File: config.mk
export PLATFORM = sky130hd
export DESIGN_NAME = round_robin_time_slice_scheduler
export DESIGN_NICKNAME = d
export VERILOG_FILES = /design/src/rtl/rrs_pkg.sv /design/src/rtl/rrs_front.sv /design/src/rtl/rrs_core.sv /design/src/rtl/round_robin_time_slice_scheduler.sv
export SDC_FILE = /design/constraint.sdc
export NUM_CORES = 2
export LEC_CHECK = 0
export BUFFER_PORTS_ARGS = -buffer_cell sky130_fd_sc_hd__clkbuf_2
export CORE_MARGIN = 2
export CORE_UTILIZATION = 55
export DETAILED_ROUTE_END_ITERATION = 12
export PLACE_DENSITY = 0.75
export SYNTH_ARGS = -nofsm -noshare
export SYNTH_HDL_FRONTEND = slang
export SYNTH_SLANG_ARGS = --single-unit
File: constraint.sdc
create_clock -name clock -period 17 [get_ports clock]
set_clock_uncertainty 0.1 [all_clocks]
set_input_delay 3.4 -clock clock [delete_from_list [all_inputs] [get_ports clock]]
set_output_delay 3.4 -clock clock [all_outputs]
set_load 0.01 [all_outputs]
File: src/rtl/rrs_pkg.sv
// Shared types and constants for the round-robin time-slice scheduler.
// No dependencies; used by every module in rtl/.
package rrs_pkg;

   localparam int DEFAULT_MAX_PROCS = 16;
   localparam logic [7:0] QUANTUM_RESET = 8'd4;
   localparam int TIME_W = 32;
   localparam int SUM_W = 40;
   localparam int BURST_W = 16;
   localparam int PID_W = 4;
   localparam int RSP_DATA_W = 112;

   typedef enum logic [1:0] {
      KIND_ACCEPT   = 2'd0,
      KIND_REJECT   = 2'd1,
      KIND_DISPATCH = 2'd2,
      KIND_DONE     = 2'd3
   } kind_type;

   typedef enum logic {
      MODE_ARRIVAL = 1'b0,
      MODE_TICK    = 1'b1
   } mode_type;

   typedef struct packed {
      mode_type            mode;
      logic [BURST_W-1:0]  burst_time;
   } item_type;

   typedef struct packed {
      kind_type            kind;
      logic [TIME_W-1:0]   event_time;
      logic [PID_W-1:0]    process_id;
      logic [TIME_W-1:0]   wait_time;
      logic [SUM_W-1:0]    total_wait;
      logic                last;
   } result_type;

endpackage

File: src/rtl/rrs_front.sv
// Front end: accepts the items that the top level builds from request transfers.
// Holds them in a two-entry queue for the scheduler core. Uses rrs_pkg.
module rrs_front (
   input  logic              clock,
   input  logic              reset,
   input  logic              in_valid,
   output logic              in_ready,
   input  rrs_pkg::item_type in_item,
   output logic              item_valid,
   input  logic              item_take,
   output rrs_pkg::item_type item
);

   rrs_pkg::item_type slot_ff [2];
   logic              wr_ptr_ff, rd_ptr_ff;
   logic [1:0]        count_ff;
   logic              push, pop;
   logic              wr_ptr_in, rd_ptr_in;
   logic [1:0]        count_in;

   assign in_ready   = (count_ff != 2'd2);
   assign item_valid = (count_ff != 2'd0);
   assign item       = slot_ff[rd_ptr_ff];
   assign push       = in_valid && in_ready;
   assign pop        = item_valid && item_take;

   always_comb begin
      wr_ptr_in = push ? ~wr_ptr_ff : wr_ptr_ff;
      rd_ptr_in = pop ? ~rd_ptr_ff : rd_ptr_ff;
      count_in  = count_ff + {1'b0, push} - {1'b0, pop};
   end

   always_ff @(posedge clock) begin
      if (reset) begin
         wr_ptr_ff <= 1'b0;
         rd_ptr_ff <= 1'b0;
         count_ff  <= 2'd0;
      end else begin
         wr_ptr_ff <= wr_ptr_in;
         rd_ptr_ff <= rd_ptr_in;
         count_ff  <= count_in;
      end
   end

   // hold payload, no reset
   always_ff @(posedge clock) begin
      if (push) begin
         slot_ff[wr_ptr_ff] <= in_item;
      end
   end

endmodule

File: src/rtl/rrs_core.sv
// Back end: scheduler state, ready queue, process tables and result queue.
// Executes one item per cycle while its result queue has room for two results. Uses rrs_pkg.
module rrs_core #(
   parameter int MAX_PROCS = rrs_pkg::DEFAULT_MAX_PROCS
) (
   input  logic                clock,
   input  logic                reset,
   input  logic                csr_we,
   input  logic [7:0]          csr_wdata,
   input  logic                item_valid,
   output logic                item_take,
   input  rrs_pkg::item_type   item,
   output logic                res_valid,
   input  logic                res_ready,
   output rrs_pkg::result_type res
);

   localparam int IdW = (MAX_PROCS > 1) ? $clog2(MAX_PROCS) : 1;
   localparam int CntW = $clog2(MAX_PROCS + 1);
   localparam int OqDepth = 4;
   localparam int OqPtrW = 2;
   localparam int OqCntW = 3;
   localparam logic [IdW-1:0] LastSlot = IdW'(MAX_PROCS - 1);
   localparam logic [CntW-1:0] ProcLimit = CntW'(MAX_PROCS);
   localparam logic [rrs_pkg::TIME_W-1:0] TimeMax = '1;
   localparam logic [rrs_pkg::SUM_W-1:0] SumMax = '1;

   function automatic logic [IdW-1:0] next_slot(input logic [IdW-1:0] x);
      next_slot = (x == LastSlot) ? '0 : x + 1'b1;
   endfunction

   function automatic logic [rrs_pkg::PID_W-1:0] to_pid(input logic [IdW-1:0] x);
      logic [IdW+rrs_pkg::PID_W-1:0] wide;
      wide   = {{rrs_pkg::PID_W{1'b0}}, x};
      to_pid = wide[rrs_pkg::PID_W-1:0];
   endfunction

   // state
   logic [7:0]                   quantum_ff;
   logic [rrs_pkg::TIME_W-1:0]   time_now_ff, time_now_in;
   logic [IdW-1:0]               ready_fifo_ff [MAX_PROCS];
   logic [IdW-1:0]               head_ff, head_in, tail_ff, tail_in;
   logic [CntW-1:0]              fifo_count_ff, fifo_count_in;
   logic [rrs_pkg::BURST_W-1:0]  remaining_ff [MAX_PROCS];
   logic [rrs_pkg::TIME_W-1:0]   arrival_ff [MAX_PROCS];
   logic [rrs_pkg::BURST_W-1:0]  burst_ff [MAX_PROCS];
   logic [IdW-1:0]               running_id_ff, running_id_in;
   logic                         running_valid_ff, running_valid_in;
   logic [7:0]                   slice_used_ff, slice_used_in;
   logic                         requeue_ff, requeue_in;
   logic [CntW-1:0]              proc_count_ff, proc_count_in;
   logic [rrs_pkg::SUM_W-1:0]    wait_sum_ff, wait_sum_in;

   // result queue
   rrs_pkg::result_type          oq_ff [OqDepth];
   logic [OqPtrW-1:0]            oq_wp_ff, oq_wp_in, oq_rp_ff, oq_rp_in;
   logic [OqCntW-1:0]            oq_count_ff, oq_count_in;

   // datapath
   logic                         arrival, tick, accept, rq, disp, run, done, preempt;
   logic [IdW-1:0]               new_id, pop_id, cur_id;
   logic [CntW-1:0]              cnt_a;
   logic [rrs_pkg::BURST_W-1:0]  rem, rem_n;
   logic [7:0]                   slice_base, slice_n;
   logic [rrs_pkg::TIME_W:0]     spent;
   logic [rrs_pkg::TIME_W-1:0]   wait_n;
   logic [rrs_pkg::SUM_W:0]      sum_wide;
   logic                         fifo_wr;
   logic [IdW-1:0]               fifo_wr_id;
   logic [1:0]                   n_res;
   rrs_pkg::result_type          r0, r1;
   logic                         oq_pop;

   assign item_take = item_valid && (oq_count_ff <= OqCntW'(OqDepth - 2));
   assign arrival   = item_take && (item.mode == rrs_pkg::MODE_ARRIVAL);
   assign tick      = item_take && (item.mode == rrs_pkg::MODE_TICK);
   assign accept    = arrival && (item.burst_time != '0) && (proc_count_ff < ProcLimit);
   assign new_id    = proc_count_ff[IdW-1:0];

   assign res_valid = (oq_count_ff != '0);
   assign res       = oq_ff[oq_rp_ff];
   assign oq_pop    = res_valid && res_ready;

   always_comb begin
      rq         = !running_valid_ff && requeue_ff;
      cnt_a      = fifo_count_ff + {{(CntW-1){1'b0}}, rq};
      disp       = !running_valid_ff && (cnt_a != '0);
      pop_id     = (fifo_count_ff == '0) ? running_id_ff : ready_fifo_ff[head_ff];
      cur_id     = disp ? pop_id : running_id_ff;
      run        = running_valid_ff || disp;
      rem        = remaining_ff[cur_id];
      rem_n      = (rem != '0) ? rem - 1'b1 : rem;
      slice_base = disp ? 8'd0 : slice_used_ff;
      slice_n    = (slice_base != 8'hFF) ? slice_base + 8'd1 : slice_base;
      time_now_in = time_now_ff;
      if (tick && time_now_ff != TimeMax) begin
         time_now_in = time_now_ff + 1'b1;
      end
      done       = run && (rem_n == '0);
      preempt    = run && !done && (slice_n >= quantum_ff);
      spent      = {1'b0, arrival_ff[cur_id]}
                 + {{(rrs_pkg::TIME_W-rrs_pkg::BURST_W+1){1'b0}}, burst_ff[cur_id]};
      wait_n     = ({1'b0, time_now_in} > spent)
                 ? time_now_in - spent[rrs_pkg::TIME_W-1:0] : '0;
      sum_wide   = {1'b0, wait_sum_ff}
                 + {{(rrs_pkg::SUM_W-rrs_pkg::TIME_W+1){1'b0}}, wait_n};

      head_in          = head_ff;
      tail_in          = tail_ff;
      fifo_count_in    = fifo_count_ff;
      running_id_in    = running_id_ff;
      running_valid_in = running_valid_ff;
      slice_used_in    = slice_used_ff;
      requeue_in       = requeue_ff;
      proc_count_in    = proc_count_ff;
      wait_sum_in      = wait_sum_ff;
      fifo_wr          = 1'b0;
      fifo_wr_id       = new_id;

      if (accept) begin
         fifo_wr       = 1'b1;
         tail_in       = next_slot(tail_ff);
         fifo_count_in = fifo_count_ff + 1'b1;
         proc_count_in = proc_count_ff + 1'b1;
      end
      if (tick) begin
         if (rq) begin
            fifo_wr    = 1'b1;
            fifo_wr_id = running_id_ff;
            tail_in    = next_slot(tail_ff);
            requeue_in = 1'b0;
         end
         fifo_count_in = cnt_a - {{(CntW-1){1'b0}}, disp};
         if (disp) begin
            head_in = next_slot(head_ff);
         end
         running_id_in = cur_id;
         if (run) begin
            slice_used_in    = slice_n;
            running_valid_in = !done && !preempt;
         end
         if (preempt) begin
            requeue_in = 1'b1;
         end
         if (done) begin
            wait_sum_in = sum_wide[rrs_pkg::SUM_W] ? SumMax : sum_wide[rrs_pkg::SUM_W-1:0];
         end
      end
   end

   // build up to two results per item
   always_comb begin
      r0 = '0;
      r1 = '0;
      n_res = 2'd0;
      if (arrival) begin
         r0.kind       = accept ? rrs_pkg::KIND_ACCEPT : rrs_pkg::KIND_REJECT;
         r0.event_time = time_now_ff;
         r0.process_id = accept ? to_pid(new_id) : '0;
         r0.total_wait = wait_sum_ff;
         r0.last       = 1'b1;
         n_res         = 2'd1;
      end else if (tick) begin
         if (disp) begin
            r0.kind       = rrs_pkg::KIND_DISPATCH;
            r0.event_time = time_now_ff;
            r0.process_id = to_pid(cur_id);
            r0.total_wait = wait_sum_ff;
            r0.last       = !done;
         end
         if (done) begin
            r1.kind       = rrs_pkg::KIND_DONE;
            r1.event_time = time_now_in;
            r1.process_id = to_pid(cur_id);
            r1.wait_time  = wait_n;
            r1.total_wait = wait_sum_in;
            r1.last       = 1'b1;
         end
         if (!disp) begin
            r0 = r1;
         end
         n_res = {1'b0, disp} + {1'b0, done};
      end
      oq_wp_in    = oq_wp_ff + OqPtrW'(n_res);
      oq_rp_in    = oq_pop ? oq_rp_ff + 1'b1 : oq_rp_ff;
      oq_count_in = oq_count_ff + OqCntW'(n_res) - {{(OqCntW-1){1'b0}}, oq_pop};
   end

   always_ff @(posedge clock) begin
      if (reset) begin
         quantum_ff       <= rrs_pkg::QUANTUM_RESET;
         time_now_ff      <= '0;
         head_ff          <= '0;
         tail_ff          <= '0;
         fifo_count_ff    <= '0;
         running_id_ff    <= '0;
         running_valid_ff <= 1'b0;
         slice_used_ff    <= '0;
         requeue_ff       <= 1'b0;
         proc_count_ff    <= '0;
         wait_sum_ff      <= '0;
         oq_wp_ff         <= '0;
         oq_rp_ff         <= '0;
         oq_count_ff      <= '0;
      end else begin
         if (csr_we) begin
            quantum_ff <= csr_wdata;
         end
         time_now_ff      <= time_now_in;
         head_ff          <= head_in;
         tail_ff          <= tail_in;
         fifo_count_ff    <= fifo_count_in;
         running_id_ff    <= running_id_in;
         running_valid_ff <= running_valid_in;
         slice_used_ff    <= slice_used_in;
         requeue_ff       <= requeue_in;
         proc_count_ff    <= proc_count_in;
         wait_sum_ff      <= wait_sum_in;
         oq_wp_ff         <= oq_wp_in;
         oq_rp_ff         <= oq_rp_in;
         oq_count_ff      <= oq_count_in;
      end
   end

   // tables and queues: payload only
   always_ff @(posedge clock) begin
      if (fifo_wr) begin
         ready_fifo_ff[tail_ff] <= fifo_wr_id;
      end
      if (accept) begin
         remaining_ff[new_id] <= item.burst_time;
         burst_ff[new_id]     <= item.burst_time;
         arrival_ff[new_id]   <= time_now_ff;
      end
      if (tick && run) begin
         remaining_ff[cur_id] <= rem_n;
      end
      if (n_res != 2'd0) begin
         oq_ff[oq_wp_ff] <= r0;
      end
      if (n_res == 2'd2) begin
         oq_ff[oq_wp_ff + 1'b1] <= r1;
      end
   end

   a_fifo_le_procs: assert property (@(posedge clock) disable iff (reset)
      fifo_count_ff <= proc_count_ff)
      else $error("ready queue holds more ids than accepted processes");
   a_procs_limit: assert property (@(posedge clock) disable iff (reset)
      proc_count_ff <= ProcLimit)
      else $error("process count beyond table size");
   a_run_xor_requeue: assert property (@(posedge clock) disable iff (reset)
      !(running_valid_ff && requeue_ff))
      else $error("preempted process still marked running");
   a_oq_bound: assert property (@(posedge clock) disable iff (reset)
      oq_count_ff <= OqCntW'(OqDepth))
      else $error("result queue overflow");

endmodule

File: src/rtl/round_robin_time_slice_scheduler.sv
// Top level of the round-robin time-slice scheduler.
// Instantiates rrs_front and rrs_core; uses rrs_pkg.
//
// The block takes one request transfer per clock cycle, arrivals and ticks
// alike, while the front queue has room, and returns one response transfer per
// cycle while rsp_tready is high. An arrival yields one response; a tick yields
// none, one or two (dispatch, then completion), and rsp_tlast marks the final
// response of each request. Requests wait in the two-entry front queue; the core
// stalls only when its four-entry response queue has fewer than two free slots,
// so a tick that yields two responses can hold the request side while the
// response side drains. A request is registered in the front queue and its
// responses in the response queue.
// Write csr_wdata (time quantum) only while the block is idle.
module round_robin_time_slice_scheduler #(
   parameter int MAX_PROCS = rrs_pkg::DEFAULT_MAX_PROCS
) (
   input  logic         clock,
   input  logic         reset,
   // configuration
   input  logic         csr_we,
   input  logic [7:0]   csr_wdata,   // time_quantum
   // request channel
   input  logic         req_tvalid,
   output logic         req_tready,
   input  logic [15:0]  req_tdata,   // [15:0] burst_time
   input  logic         req_tuser,   // [0] mode
   // response channel
   output logic         rsp_tvalid,
   input  logic         rsp_tready,
   output logic [111:0] rsp_tdata,   // [31:0] event_time, [35:32] process_id,
                                     // [67:36] wait_time, [107:68] total_wait
   output logic [1:0]   rsp_tuser,   // [1:0] kind
   output logic         rsp_tlast
);

   rrs_pkg::item_type   in_item, item;
   rrs_pkg::result_type res;
   logic                item_valid, item_take;

   // classify the request: tuser carries the mode
   always_comb begin
      in_item.mode       = rrs_pkg::mode_type'(req_tuser);
      in_item.burst_time = req_tdata;
   end

   rrs_front u_front (
      .clock      (clock),
      .reset      (reset),
      .in_valid   (req_tvalid),
      .in_ready   (req_tready),
      .in_item    (in_item),
      .item_valid (item_valid),
      .item_take  (item_take),
      .item       (item)
   );

   rrs_core #(
      .MAX_PROCS (MAX_PROCS)
   ) u_core (
      .clock      (clock),
      .reset      (reset),
      .csr_we     (csr_we),
      .csr_wdata  (csr_wdata),
      .item_valid (item_valid),
      .item_take  (item_take),
      .item       (item),
      .res_valid  (rsp_tvalid),
      .res_ready  (rsp_tready),
      .res        (res)
   );

   // pack the response, event_time in the lowest bits, zero fill to bytes
   assign rsp_tdata = {4'b0, res.total_wait, res.wait_time, res.process_id, res.event_time};
   assign rsp_tuser = res.kind;
   assign rsp_tlast = res.last;

endmodule

# After elaboration in Yosys (flattened, before gate mapping)
# Memories as Yosys holds them, arrays and structs flattened. A register that Yosys moved wholly into a read port is not among the register bits.
# Cells that the tools add are included.
[classes] shifts=0 eq_ne=6 muxes=56 addsub=20 n_bitwise=3 n_lt_le_gt_ge=4 reduce_logical=34 div=0 mul=0
[ops] operator="111-bit 2-to-1 mux" n=5
[ops] operator="40-bit 2-to-1 mux" n=3
[ops] operator="32-bit 2-to-1 mux" n=3
[ops] operator="4-bit 2-to-1 mux" n=13
[ops] operator="40-bit by 32-bit adder with 41-bit output" n=1
[ops] operator="41-bit 2-to-1 mux" n=1
[ops] operator="38-bit 2-to-1 mux" n=1
[ops] operator="32-bit by 16-bit adder with 33-bit output" n=1
[ops] operator="32-bit by 33-bit > comparator with 1-bit output" n=1
[ops] operator="32-bit by 1-bit adder with 32-bit output, second input constant" n=1
[ops] operator="16-bit 2-to-1 mux" n=2
[ops] operator="32-bit inequality test, second input constant" n=1
[ops] operator="16-bit nonzero test" n=2
[ops] operator="32-bit subtractor" n=1
[ops] operator="1-bit 2-to-1 mux" n=20
[ops] operator="1-bit logical AND" n=16
[ops] operator="16-bit logical NOT" n=1
[ops] operator="8-bit 2-to-1 mux" n=2
[ops] operator="16-bit OR reduction" n=1
[ops] operator="16-bit by 1-bit subtractor with 16-bit output, second input constant" n=1
[ops] operator="5-bit by 1-bit adder with 5-bit output, second input constant" n=2
[ops] operator="5-bit 2-to-1 mux" n=2
[ops] operator="4-bit by 1-bit adder with 4-bit output, second input constant" n=2
[ops] operator="8-bit by 1-bit adder with 8-bit output, second input constant" n=1
[ops] operator="25 further kinds" n=39
[word_totals] register_bits=123 romBits=0 output_inout_bits=117 n_memories=6 latchBits=0 ram_bits=1566 wordCells=146
[mem_list] name="u_core.arrival_ff" depth=16 word_bits=32 read_ports=1 rd_ports_with_merged_regs=0 wr=1 line_no="rrs_core.sv:45" text="logic [rrs_pkg::TIME_W-1:0] arrival_ff [MAX_PROCS];"
[mem_list] name="u_core.oq_ff" depth=4 word_bits=111 read_ports=1 rd_ports_with_merged_regs=1 wr=2 line_no="rrs_core.sv:55" text="rrs_pkg::result_type oq_ff [OqDepth];"
[mem_list] name="u_core.burst_ff" depth=16 word_bits=16 read_ports=1 rd_ports_with_merged_regs=0 wr=1 line_no="rrs_core.sv:46" text="logic [rrs_pkg::BURST_W-1:0] burst_ff [MAX_PROCS];"
[mem_list] name="u_core.remaining_ff" depth=16 word_bits=16 read_ports=1 rd_ports_with_merged_regs=0 wr=1 line_no="rrs_core.sv:44" text="logic [rrs_pkg::BURST_W-1:0] remaining_ff [MAX_PROCS];"
[mem_list] name="u_core.ready_fifo_ff" depth=16 word_bits=4 read_ports=1 rd_ports_with_merged_regs=1 wr=1 line_no="rrs_core.sv:41" text="logic [IdW-1:0] ready_fifo_ff [MAX_PROCS];"
[mem_list] name="u_front.slot_ff" depth=2 word_bits=17 read_ports=1 rd_ports_with_merged_regs=1 wr=1 line_no="rrs_front.sv:14" text="rrs_pkg::item_type slot_ff [2];"

# Longest topological paths before layout
# An unclocked memory read counts as a cell.
[logic_depth] ltp_word=18 ltp_mapped=71

# Hierarchy
# From an unflattened synthesis, not the netlist that was laid out.
[hier_totals] hier_cells=6005 area_unflattened_um2=75920.3
[modules_own_cells] mod="rrs_core" seq_area_each_um2=48506.5 area_per_inst_um2=74376.3 n_inst=1 cells_per_inst=5923
[modules_own_cells] mod="rrs_front" seq_area_each_um2=1121.1 area_per_inst_um2=1510.2 n_inst=1 cells_per_inst=77
[modules_own_cells] mod="round_robin_time_slice_scheduler" seq_area_each_um2=0.0 area_per_inst_um2=33.8 n_inst=1 cells_per_inst=5

# Worst setup path after synthesis
# OpenSTA, ideal clock, no wires.
[synth_timing] path_kind="register to register" start="register u_core.running_valid_ff" end="memory u_core.oq_ff[0][0] (netlist bit), enable pin" synth_period_minus_slack_ns=14.841 path_stages_with_launch=29 setup_time_ns=0.734 arrival_time_ns=14.007 slack_ns=2.159 cell_sequence="dfxtp_1 > nor2b_1 > ha_1 > ha_1 > nor3b_1 > mux2i_1 > o21ai_1 > mux2_2 > clkbuf_1 > buf_2 > nor2_1 > a32oi_1 > and3_1 > a31oi_1 > ha_1 > inv_1 > nor3_2 > nand4_1 > o311ai_1 > xor2_1 > nor4_1 > nand2_1 > nor2_1 > ha_1 > nand2_1 > nand2_1 > nand2_1 > nand2b_1 > o21ai_0"
[synth_rtl] element="start: declaration" line_no="rrs_core.sv:48" text="logic running_valid_ff, running_valid_in;"
[synth_rtl] element="start signal: assignment" line_no="rrs_core.sv:214" text="running_valid_ff <= running_valid_in;"
[synth_rtl] element="end: declaration" line_no="rrs_core.sv:55"

==> impl_metrics.env <==
export IMPL_numPortBuffers=142
export IMPL_vias_per_cell=6.62
export IMPL_multi_input_area_um2=25700
export IMPL_synth_seq_cells=1696
export IMPL_hold_violations=0
export IMPL_synth_warnings=0
export IMPL_dr_first_iter_drc_count=7916
export IMPL_synth_flop_cell="edfxtp_1"
export IMPL_worst_slew_pin_slew_ps=1290
export IMPL_hold_slack_ps=389
export IMPL_cts_root_buf="clkbuf_16"
export IMPL_cp_max_fo=115
export IMPL_vias=55100
export IMPL_slew_headroom_pct=13.4
export IMPL_regArea_um2=49600
export IMPL_rsz0062_at_grt="no"
export IMPL_syn_avg_cell_area_um2=12.2
export IMPL_post_cts_resized=0
export IMPL_max_freq_ghz=0.0637
export IMPL_synth_mux_area_fraction_pct=5.08
export IMPL_synth_simple_area_share_pct=13.4
export IMPL_ctsHoldBuffers=0
export IMPL_gr_usage_all_layers_pct=30.4
export IMPL_cts_setup_buffers=0
export IMPL_routed_wl_mm=221
export IMPL_endpoint_kind="register"
export IMPL_drv_slew=0
export IMPL_gp_congestion=0.958
export IMPL_place_area_um2=80100
export IMPL_outcome="finished, final reports clean"
export IMPL_clock_sinks=1696
export IMPL_arrival_ps=16200
export IMPL_synth_edf_count=1566
export IMPL_synth_most_common_cell="edfxtp_1"
export IMPL_dp_slack_ps=1770
export IMPL_cts_made_buffers=172
export IMPL_grt_max_degree=157
export IMPL_finalWorstSetupSlack_ps=1310
export IMPL_num_rows=137
export IMPL_synth_area_leaders="edfxtp_1, nand2_1, mux4_2"
export IMPL_cpMaxStageDelayCell="dfxtp_1"
export IMPL_ys_async_sr_fraction_pct=0
export IMPL_path_clk_slew_ps=60
export IMPL_synth_cells=6343
export IMPL_grt_pass1_wl_mm=328
export IMPL_worstPathRequired_ps=17510
export IMPL_ant_nets=0
export IMPL_synth_fa_ha_area_share_pct=1.94
export IMPL_dieArea_um2=144000
export IMPL_clk_path_buf_depth=3
export IMPL_coreArea_um2=140000
export IMPL_synth_compound_area_share_pct=10.6
export IMPL_htree_levels=4
export IMPL_hold_class="reg -> reg"
export IMPL_finalSetupTns_ps=0
export IMPL_startpoint_type="register"
export IMPL_dieHeight_um=379
export IMPL_yosys_area_top_type_share_pct=60.7
export IMPL_layout_drive_gt1_share_pct=11.8
export IMPL_area_growth_synth_to_final_pct=10.5
export IMPL_min_period_over_period_pct=92.3
export IMPL_yosysUniqueCellTypes=81
export IMPL_ys_seq_area_share_pct=64.0
export IMPL_nFillCells=10400
export IMPL_synth_cells_most_frequent="edfxtp_1, nand2_1, nor2_1"
export IMPL_route_detailed_drc=0
export IMPL_wl_per_cell_um=26.5
export IMPL_final_nets=6459
export IMPL_max_cap_violations=0
export IMPL_grt_pass1_vias=53300
export IMPL_layout_min_cycle_time_ps=15690
export IMPL_start_util_pct=55.5
export IMPL_synthXorXnorAreaFrac_pct=1.54
export IMPL_criticalPathCategory="reg -> reg"
export IMPL_synth_top_area_cell="edfxtp_1"
export IMPL_overflow=0
export IMPL_synthesis_area_um2=77500
export IMPL_ios=147
export IMPL_synth_top_family_by_area="simple AND/OR/NAND/NOR gates"
export IMPL_dieWidth_um=379
export IMPL_place_hpwl_mm=125
export IMPL_max_stage_delay_ps=1020
export IMPL_antenna_found_initial=1
export IMPL_firstDrtPassIters=7
export IMPL_cts_tree="done"
export IMPL_clk_latency_ps=810
export IMPL_design_area_um2=85600
export IMPL_setup_viol=0
[cells by family (layout without fill, tap and decap cells)]
kind of cell,Yosys count,count (layout)
AOI/OAI and AO/OA,1159,1159
xor gates and xnor gates,136,136
adders and majority gates,118,118
buffers and inverters,661,772
DFF,1696,1696
muxes,220,220
other,1,6
and+or+nand+nor,2352,2352
[final timing paths]
kind                            from                      end  slack (ps)  cells after the start
max                         register      u_core.oq_ff[0][27]        1310                     50
min          u_core.slice_used_ff[6]  u_core.slice_used_ff[6]         390                      2
max reg2reg                 register      u_core.oq_ff[0][27]        1310                     50
min reg2reg  u_core.slice_used_ff[6]  u_core.slice_used_ff[6]         390                      2
[cell usage in the layout, fill, tap and decap left out, types with 147 or more instances in the layout]
| cell | n |
|---|---|
| a211oi_1 | 242 |
| a21oi_1 | 175 |
| a311oi_1 | 147 |
| clkbuf_16 | 177 |
| edfxtp_1 | 1566 |
| inv_1 | 174 |
| nand2_1 | 1014 |
| nand3_1 | 296 |
| nor2_1 | 467 |
| nor3_1 | 184 |
[through the flow]
| step | utilization (%) | std cells |
|---|---|---|
| 3_3_place_gp | 57.3 | 8013 |
| 4_1_cts | 61.3 | 8333 |
| 6_report | 61.3 | 8335 |
| 3_5_place_dp | 57.3 | 8013 |
| 5_1_grt | 61.3 | 8333 |
| 2_1_floorplan | - | 6346 |
[final cells by class]
class / count / share of cell area [%]
sequential: 1696 / 58.0
multi-input combinational: 3989 / 30.0
clock buffer: 222 / 5.45
tap: 1876 / 2.74
timing repair buffer: 275 / 2.06
clock inverter: 98 / 0.962
inverter: 177 / 0.776
antenna: 2 / 0.00585
[flip-flops by register name, summed over array words and instances (netlist names), 5 cells and up, named ones only]
| name | flops |
|---|---|
| u_core.ready_fifo_ff | 64 |
| u_core.arrival_ff | 512 |
| u_core.proc_count_ff | 5 |
| u_core.wait_sum_ff | 40 |
| u_core.slice_used_ff | 8 |
| u_core.oq_ff | 444 |
| u_front.slot_ff | 34 |
| u_core.burst_ff | 256 |
| u_core.quantum_ff | 8 |
| u_core.fifo_count_ff | 5 |
| u_core.remaining_ff | 256 |
| u_core.time_now_ff | 32 |
[layer usage]
metal  up-vias  part of all wire, %  GRT usage (%)  wire length, um
li1      23900                    -              -                -
met1     26800                   36           40.4            80500
met2      3753                   46           47.8           102000
met3       657                   12           6.01            26500
met4         0                  5.3           15.9            11700
met5         -                    0              0                0
[critical path: cells and delay by family (launching register included)]
kind,cells,cell delay (ps)
AOI/OAI and AO/OA,33,9080
and+or+nand+nor,8,1720
xor gates and xnor gates,1,140
buffers and inverters,3,1040
DFF,1,1020
muxes,2,1090
adders and majority gates,3,1150
Power is left out: the tool's default activity adds up to more than one toggle a clock period on the data nets, which glitch-free logic cannot reach.
